`src/design/cbpf_pkg.sv`:
```
// Shared types, constants and the arithmetic micro-program of the Bezier path flattener.
package cbpf_pkg;

    localparam int COORD_W     = 24;
    localparam int DIFF_W      = 25;
    localparam int TOL_W       = 23;
    localparam int CNT_W       = 16;
    localparam int T_W         = 6;
    localparam int MUL_W       = 27;
    localparam int PROD_W      = 54;
    localparam int SQ_W        = 52;
    localparam int HALF_W      = 26;
    localparam int ACC_W       = 108;
    localparam int STEP_W      = 5;
    localparam int IN_DATA_W   = 144;
    localparam int OUT_DATA_W  = 216;
    localparam int OUT_FIELD_W = 214;

    localparam logic [TOL_W-1:0]  TOL_RESET  = 23'd64;
    localparam logic [STEP_W-1:0] STEP_POINT = 5'd11;
    localparam logic [STEP_W-1:0] STEP_LAST  = 5'd26;
    localparam logic [T_W-1:0]    T_HALF     = 6'd32;

    typedef logic signed [COORD_W-1:0] t_coord;

    typedef enum logic [1:0] {
        OP_MOVE  = 2'd0,
        OP_LINE  = 2'd1,
        OP_CURVE = 2'd2,
        OP_CLOSE = 2'd3
    } t_op;

    typedef enum logic [1:0] {
        KIND_LINE  = 2'd0,
        KIND_CUBIC = 2'd1,
        KIND_CLOSE = 2'd2
    } t_kind;

    typedef struct packed {
        logic signed [COORD_W-1:0] x;
        logic signed [COORD_W-1:0] y;
    } t_pt;

    typedef struct packed {
        t_pt            p3;
        t_pt            p2;
        t_pt            p1;
        t_pt            p0;
        logic [T_W-1:0] t0;
    } t_seg;

    typedef enum logic [3:0] {
        OPD_ZERO, OPD_TOL, OPD_LX, OPD_LY, OPD_DX, OPD_DY, OPD_EX, OPD_EY,
        OPD_CLO, OPD_CHI, OPD_TLO, OPD_THI, OPD_NLO, OPD_NHI
    } t_opnd;

    typedef enum logic [1:0] {ACC_NONE, ACC_LOAD, ACC_ADD, ACC_SUB} t_acc_op;

    typedef enum logic [1:0] {SH_0, SH_26, SH_52} t_shift;

    typedef enum logic [3:0] {
        ST_NONE, ST_TOL2, ST_LEN2, ST_DOT, ST_D2, ST_E2, ST_CROSS, ST_C2, ST_RHS
    } t_store;

    typedef struct packed {
        t_opnd   a;
        t_opnd   b;
        t_acc_op acc;
        t_shift  sh;
        t_store  st;
    } t_uop;

    typedef enum logic [2:0] {
        S_IDLE, S_SPAN, S_CHECK, S_MATH, S_DECIDE, S_LEAF
    } t_state;

    typedef struct packed {
        logic              accept;
        logic              emit_line;
        logic              setup;
        logic              pt_sel;
        logic              step_en;
        logic [STEP_W-1:0] step;
        logic              split;
        logic              emit_leaf;
    } t_dp_cmd;

    typedef struct packed {
        logic out_free;
        logic near;
        logic at_max;
        logic stack_empty;
    } t_dp_sts;

    function automatic t_coord half_floor(input t_coord a, input t_coord b);
        logic signed [COORD_W:0] s;
        s = {a[COORD_W-1], a} + {b[COORD_W-1], b};
        return s[COORD_W:1];
    endfunction

    function automatic t_uop mk(input t_opnd a, input t_opnd b, input t_acc_op acc,
                                input t_shift sh, input t_store st);
        t_uop u;
        u.a   = a;
        u.b   = b;
        u.acc = acc;
        u.sh  = sh;
        u.st  = st;
        return u;
    endfunction

    // One product is issued per step; it is registered, then taken into the accumulator,
    // and a later step stores the sum. The chord part runs once per test, the point part
    // (from STEP_POINT) for the first control point and, if that one is near, the second.
    function automatic t_uop uop_of(input logic [STEP_W-1:0] step);
        t_uop u;
        u = mk(OPD_ZERO, OPD_ZERO, ACC_NONE, SH_0, ST_NONE);
        unique case (step)
            5'd0:  u = mk(OPD_TOL,  OPD_TOL,  ACC_LOAD, SH_0,  ST_NONE);
            5'd1:  u = mk(OPD_LX,   OPD_LX,   ACC_LOAD, SH_0,  ST_NONE);
            5'd2:  u = mk(OPD_LY,   OPD_LY,   ACC_ADD,  SH_0,  ST_TOL2);
            5'd4:  u = mk(OPD_ZERO, OPD_ZERO, ACC_NONE, SH_0,  ST_LEN2);
            5'd5:  u = mk(OPD_TLO,  OPD_NLO,  ACC_LOAD, SH_0,  ST_NONE);
            5'd6:  u = mk(OPD_TLO,  OPD_NHI,  ACC_ADD,  SH_26, ST_NONE);
            5'd7:  u = mk(OPD_THI,  OPD_NLO,  ACC_ADD,  SH_26, ST_NONE);
            5'd8:  u = mk(OPD_THI,  OPD_NHI,  ACC_ADD,  SH_52, ST_NONE);
            5'd10: u = mk(OPD_ZERO, OPD_ZERO, ACC_NONE, SH_0,  ST_RHS);
            5'd11: u = mk(OPD_DX,   OPD_LX,   ACC_LOAD, SH_0,  ST_NONE);
            5'd12: u = mk(OPD_DY,   OPD_LY,   ACC_ADD,  SH_0,  ST_NONE);
            5'd13: u = mk(OPD_DX,   OPD_DX,   ACC_LOAD, SH_0,  ST_NONE);
            5'd14: u = mk(OPD_DY,   OPD_DY,   ACC_ADD,  SH_0,  ST_DOT);
            5'd15: u = mk(OPD_EX,   OPD_EX,   ACC_LOAD, SH_0,  ST_NONE);
            5'd16: u = mk(OPD_EY,   OPD_EY,   ACC_ADD,  SH_0,  ST_D2);
            5'd17: u = mk(OPD_DX,   OPD_LY,   ACC_LOAD, SH_0,  ST_NONE);
            5'd18: u = mk(OPD_DY,   OPD_LX,   ACC_SUB,  SH_0,  ST_E2);
            5'd20: u = mk(OPD_ZERO, OPD_ZERO, ACC_NONE, SH_0,  ST_CROSS);
            5'd21: u = mk(OPD_CLO,  OPD_CLO,  ACC_LOAD, SH_0,  ST_NONE);
            5'd22: u = mk(OPD_CHI,  OPD_CLO,  ACC_ADD,  SH_26, ST_NONE);
            5'd23: u = mk(OPD_CHI,  OPD_CLO,  ACC_ADD,  SH_26, ST_NONE);
            5'd24: u = mk(OPD_CHI,  OPD_CHI,  ACC_ADD,  SH_52, ST_NONE);
            5'd26: u = mk(OPD_ZERO, OPD_ZERO, ACC_NONE, SH_0,  ST_C2);
            default: ;
        endcase
        return u;
    endfunction

endpackage

```
`src/design/cbpf_ctrl.sv`:
```
// Controller state machine that sequences commands, flatness tests and span output.
module cbpf_ctrl (
    input  logic              i_clk,
    input  logic              i_rst_n,
    input  logic              i_valid,
    input  logic [1:0]        i_op,
    output logic              o_ready,
    input  cbpf_pkg::t_dp_sts i_sts,
    output cbpf_pkg::t_dp_cmd o_cmd
);
    import cbpf_pkg::*;

    t_state            r_state, n_state;
    logic [STEP_W-1:0] r_step, n_step;
    logic              r_pt, n_pt;

    always_ff @(posedge i_clk) begin
        if (!i_rst_n) begin
            r_state <= S_IDLE;
            r_step  <= '0;
            r_pt    <= 1'b0;
        end else begin
            r_state <= n_state;
            r_step  <= n_step;
            r_pt    <= n_pt;
        end
    end

    always_comb begin
        n_state = r_state;
        n_step  = r_step;
        n_pt    = r_pt;
        unique case (r_state)
            S_IDLE: begin
                if (i_valid) begin
                    unique case (t_op'(i_op))
                        OP_MOVE:           n_state = S_IDLE;
                        OP_CURVE:          n_state = S_CHECK;
                        OP_LINE, OP_CLOSE: n_state = S_SPAN;
                        default:           n_state = S_IDLE;
                    endcase
                end
            end
            S_SPAN: begin
                if (i_sts.out_free) begin
                    n_state = S_IDLE;
                end
            end
            S_CHECK: begin
                if (i_sts.at_max) begin
                    n_state = S_LEAF;
                end else begin
                    n_state = S_MATH;
                    n_step  = '0;
                    n_pt    = 1'b0;
                end
            end
            S_MATH: begin
                if (r_step == STEP_LAST) begin
                    n_state = S_DECIDE;
                end else begin
                    n_step = r_step + 1'b1;
                end
            end
            S_DECIDE: begin
                if (!i_sts.near) begin
                    n_state = S_CHECK;
                end else if (!r_pt) begin
                    n_state = S_MATH;
                    n_step  = STEP_POINT;
                    n_pt    = 1'b1;
                end else begin
                    n_state = S_LEAF;
                end
            end
            S_LEAF: begin
                if (i_sts.out_free) begin
                    n_state = i_sts.stack_empty ? S_IDLE : S_CHECK;
                end
            end
            default: n_state = S_IDLE;
        endcase
    end

    always_comb begin
        o_ready = 1'b0;
        o_cmd   = '0;
        unique case (r_state)
            S_IDLE: begin
                o_ready      = 1'b1;
                o_cmd.accept = i_valid;
            end
            S_SPAN:  o_cmd.emit_line = i_sts.out_free;
            S_CHECK: o_cmd.setup     = !i_sts.at_max;
            S_MATH: begin
                o_cmd.step_en = 1'b1;
                o_cmd.step    = r_step;
            end
            S_DECIDE: begin
                o_cmd.split  = !i_sts.near;
                o_cmd.setup  = i_sts.near && !r_pt;
                o_cmd.pt_sel = 1'b1;
            end
            S_LEAF:  o_cmd.emit_leaf = i_sts.out_free;
            default: ;
        endcase
    end

endmodule

```
`config.mk`:
```
export PLATFORM = sky130hd
export DESIGN_NAME = cbpf_ctrl
export DESIGN_NICKNAME = d
export VERILOG_FILES = /design/src/design/cbpf_pkg.sv /design/src/design/cbpf_ctrl.sv
export SDC_FILE = /design/constraint.sdc
export NUM_CORES = 1
export LEC_CHECK = 0
export ABC_AREA = 1
export BUFFER_PORTS_ARGS = -buffer_cell sky130_fd_sc_hd__buf_2
export CAP_MARGIN = 20
export CORE_MARGIN = 2
export CORE_UTILIZATION = 40
export DETAILED_ROUTE_END_ITERATION = 16
export SYNTH_ARGS = -nofsm -noshare
export SYNTH_HDL_FRONTEND = slang
export SYNTH_SLANG_ARGS = --single-unit
```
`constraint.sdc`:
```
create_clock -name i_clk -period 1.52 [get_ports i_clk]
set_input_delay 0.456 -clock i_clk [delete_from_list [all_inputs] [get_ports i_clk]]
set_output_delay 0.456 -clock i_clk [all_outputs]
set_load 0.01 [all_outputs]
```
# ---- Yosys cells after proc, flatten, opt, wreduce, memory -nomap -nowiden
# Index checks and enable logic that the tools add are counted.
dict set report word_totals {
  romBits 0
  in_bits 9
  latch_bits 0
  elab_cells 59
  regBits 9
  output_inout_bits 13
  mem_bits_rw 0
  n_memories 0
}
dict set report op_classes {
  shift 0
  mul 0
  reduce_logical 12
  n_lt_le_gt_ge 0
  mux 26
  bitwise_logic 0
  n_eq_ne 17
  n_addsub 1
  n_div 0
}
# operator count
set op_table {}
lappend op_table {{$mux W3} 7}
lappend op_table {{$mux W5} 4}
lappend op_table {{$pmux W3 S6} 1}
lappend op_table {{$ne A2 B2 Y1 const B} 8}
lappend op_table {{$pmux W5 S3} 1}
lappend op_table {{$pmux W3 S3} 1}
lappend op_table {{$mux W1} 8}
lappend op_table {{$eq A3 B2 Y1 const B} 2}
lappend op_table {{$eq A3 B3 Y1 const B} 2}
lappend op_table {{$mux W6} 1}
lappend op_table {{$add A5 B1 Y5 const B} 1}
lappend op_table {{$eq A5 B5 Y1 const B} 1}
lappend op_table {{$reduce_and A5 Y1} 1}
lappend op_table {{$eq A2 B2 Y1 const B} 2}
lappend op_table {{$pmux W1 S2} 2}
lappend op_table {{$reduce_and A4 Y1} 1}
lappend op_table {{$eq A3 B1 Y1 const B} 1}
lappend op_table {{$logic_not A1 Y1} 3}
lappend op_table {{$logic_not A3 Y1} 1}
lappend op_table {{$reduce_and A3 Y1} 1}
lappend op_table {{$reduce_bool A3 Y1} 1}
lappend op_table {{$eq A2 B1 Y1 const B} 1}
lappend op_table {{$logic_not A2 Y1} 1}
lappend op_table {{$mux W2} 1}
lappend op_table {{3 further kinds} 3}

# ---- Logic depth before layout (Yosys ltp)
dict set report logic_depth {
  word_depth 5
  mapped_depth 9
}

# ---- Worst setup path after synthesis
# Ideal clock, no wire load.
dict set report synth_timing {
  path_kind {register to output}
  from {register r_state[1]}
  to {output port o_cmd[9] (netlist bit)}
  n_path_buf 1
  arrival_ns 0.984
  stages_incl_launch_ff 7
  required_ns 1.064
  slack_ns 0.080
  path_cell_list {dfxtp_1 > buf_6 > nor2_2 > nand2_2 > inv_2 > nand2_1 > o21ai_1}
}
# element line_no
set synth_rtl {}
lappend synth_rtl {{from (decl)} cbpf_ctrl.sv:13} ;# t_state r_state, n_state;
lappend synth_rtl {{from (signal assigned)} cbpf_ctrl.sv:23} ;# r_state <= n_state;
lappend synth_rtl {{to (decl)} cbpf_ctrl.sv:9} ;# output cbpf_pkg::t_dp_cmd o_cmd

==> flow_summary.json <==
{
  "fmax_mhz": 610,
  "fin_area_um2": 1090,
  "final.period_utilization_pct": 108,
  "cp_max_fo": 3,
  "overflow": 0,
  "synth_seq_cells": 9,
  "yosysSeqAreaShare_pct": 24.4,
  "die_area_um2": 2200,
  "min_period_ps": 1640,
  "syn_inst": 113,
  "power_density_nw_per_um2": 627,
  "critPathCaptureType": "output port",
  "hold_path_class": "primary input to register",
  "std_cell_rows": 15,
  "num_vias": 852,
  "yosys.area.top_type": "dfxtp_1",
  "syn_area_per_cell_um2": 6.52,
  "outcome": "finished with violations",
  "syn_area_um2": 737,
  "drt_iter0_drc": 20,
  "worst_pin_slew_ps": 265,
  "root_buffer": "clkbuf_4",
  "failed_checks": "setup timing",
  "die_y_um": 46.9,
  "drt_wl_total_mm": 1.94,
  "slew_headroom_pct": 82.3,
  "synthesis.nets": 124,
  "worst-setup-path-type": "register to output port",
  "use_met2_pct": 27.9,
  "pin_count": 22,
  "cts_sinks": 9,
  "startpoint_type": "register",
  "num_antenna_cells": 0,
  "via_per_inst": 4.84,
  "place_ws_ps": 116,
  "cts.reportedPaths.clkPinSlew_ps": 70,
  "grt_use_met3_pct": 5.77,
  "cts_made_buffers": 3,
  "leakagePower_uw": 0.000517,
  "wire_per_inst_um": 11.0,
  "area_growth_pct": 47.7,
  "routabilityCongestion": 0.776,
  "io_buffers": 21,
  "grt_pass1_wl_mm": 2.82,
  "dr.pass1.iters": 4,
  "crit_required_ps": 1060,
  "cp.arrival_ps": 1180,
  "cts_tree": "built",
  "grt_use_met1_pct": 25.6,
  "setup_viol": 12,
  "grt_max_degree": 11,
  "synth_warnings": 0,
  "hpwl_mm": 1.26,
  "yosysUniqueCellTypes": 24,
  "finClkSkew_ps": 2.63,
  "final_hold_viol_count": 0,
  "coreArea_um2": 1730,
  "grt_pass1_vias": 653,
  "drive_gt1_share_pct": 47.0,
  "antenna_found_initial": 0,
  "drc": 0,
  "synthTopCellsByArea": "dfxtp_1 (24%), nand2_1 (9.2%), inv_1 (8.1%)",
  "top_usage_layer": "met2",
  "fin_tns_setup_ps": -723,
  "placed_cell_area_um2": 897,
  "drtAntennaViolNets": 0,
  "h-tree-depth": 1,
  "clk_latency_ps": 270,
  "synth_top_area_share_pct": 24.4,
  "grt.total_usage_pct": 18.5,
  "nNetsFinal": 163,
  "clockBufferDepth": 2,
  "rsz0062_at_grt": "yes",
  "postCtsHoldBufs": 0,
  "maxSlewViolCount": 0,
  "ir_worst_vdd_mv": 0.545,
  "setup_ws_ps": -118,
  "die_x_um": 46.9,
  "cap_viol_max_count": 0,
  "start_util_pct": 42.7
}
through the flow:
| stage | cells | hold WS (ps) | util, % | total power (µW) |
|---|---|---|---|---|
| 4_1_cts | 169 | 422 | 56.8 | 649 |
| 5_1_grt | 176 | 429 | 63.0 | 726 |
| 6_report | 176 | 418 | 63.0 | 682 |
| 3_5_place_dp | 161 | 510 | 52.0 | 437 |
| 2_1_floorplan | 113 | 478 | - | 383 |
| 3_3_place_gp | 161 | 507 | 52.0 | 438 |
per-layer routing:
| layer | up-vias | share of wire, % |
|---|---|---|
| met3 | 4 | 4.7 |
| met4 | 0 | 1.8 |
| met5 | - | 0 |
| li1 | 443 | - |
| met2 | 21 | 48 |
| met1 | 384 | 46 |
registers in the layout (all words and copies together), names as in the netlist:
name     flops
r_step       5
r_pt         1
r_state      3
report_power, final:
part / internal, µW / switching, µW / total (µW) / leakage (µW)
sequential: 247 / 16.2 / 263 / 0.0000752
combinational: 93.5 / 124 / 217 / 0.000427
clock: 102 / 99.6 / 201 / 0.0000150
layout by cell type (no fill, tap or decap), drive strengths merged:
cell and n:
dfxtp 9, o21ai 9, clkbuf 4, a21oi 9, buf 35, nand2 25, inv 20, nand4 2
nand3 13, nor2 19, nor3 2, xor2 1, o211ai 1, ha 2
cell type report:
class                      instances  area, µm²
fill                             165        638
sequential                         9        191
tap                               25       31.3
multi-input combinational         83        524
timing repair buffer              35        233
clock buffer                       4       26.3
inverter                          20       82.6
critical path, cell delays in order (launching register included):
cell and delay [ps]:
dfxtp_4 370, nor2_4 120, nand2_2 70, inv_2 60, nand2_2 50, o21ai_1 100
buf_2 130
Yosys cell counts, drive strengths merged:
| library cell | instances |
|---|---|
| dfxtp | 9 |
| nor3 | 2 |
| nand2 | 25 |
| xor2 | 1 |
| nor2 | 19 |
| ha | 2 |
| o21ai | 9 |
| a21oi | 9 |
| o211ai | 1 |
| nand3 | 12 |
| inv | 20 |
| nand4 | 2 |
| buf | 2 |
cells by family (layout without fill, tap and decap cells):
| kind of cell | after synthesis | after routing | share of synthesized area [%] |
|---|---|---|---|
| compound gates | 19 | 19 | 13.2 |
| xor+xnor | 1 | 1 | 1.19 |
| fa+ha+maj | 2 | 2 | 3.40 |
| buf+inv | 22 | 59 | 13.1 |
| flops | 9 | 9 | 24.4 |
| simple gates | 60 | 61 | 44.7 |
timing repair:
| item | 4_1_cts | 5_1_grt |
|---|---|---|
| setup buffers | 4 | 8 |
| endpoints found under the setup margin | 12 | 19 |
| pin swaps | 2 | 9 |
| gates resized for setup | 10 | 14 |
| cloned | 0 | 1 |
final timing paths:
path / startpoint / end / slack, ps / depth (start not counted)
worst min-delay path: i_rst_n / r_step[4]$_SDFFE_PN0P_ / 420 / 3
worst min register to register: r_step[0]$_SDFFE_PN0P_ / r_step[0]$_SDFFE_PN0P_ / 520 / 2
worst max register to register: r_state[0]$_SDFFE_PN0P_ / r_step[2]$_SDFFE_PN0P_ / 100 / 9
worst max-delay path: r_state[0]$_SDFFE_PN0P_ / o_cmd[9] / -120 / 6
No activity file was read; power rests on OpenSTA's default activity.
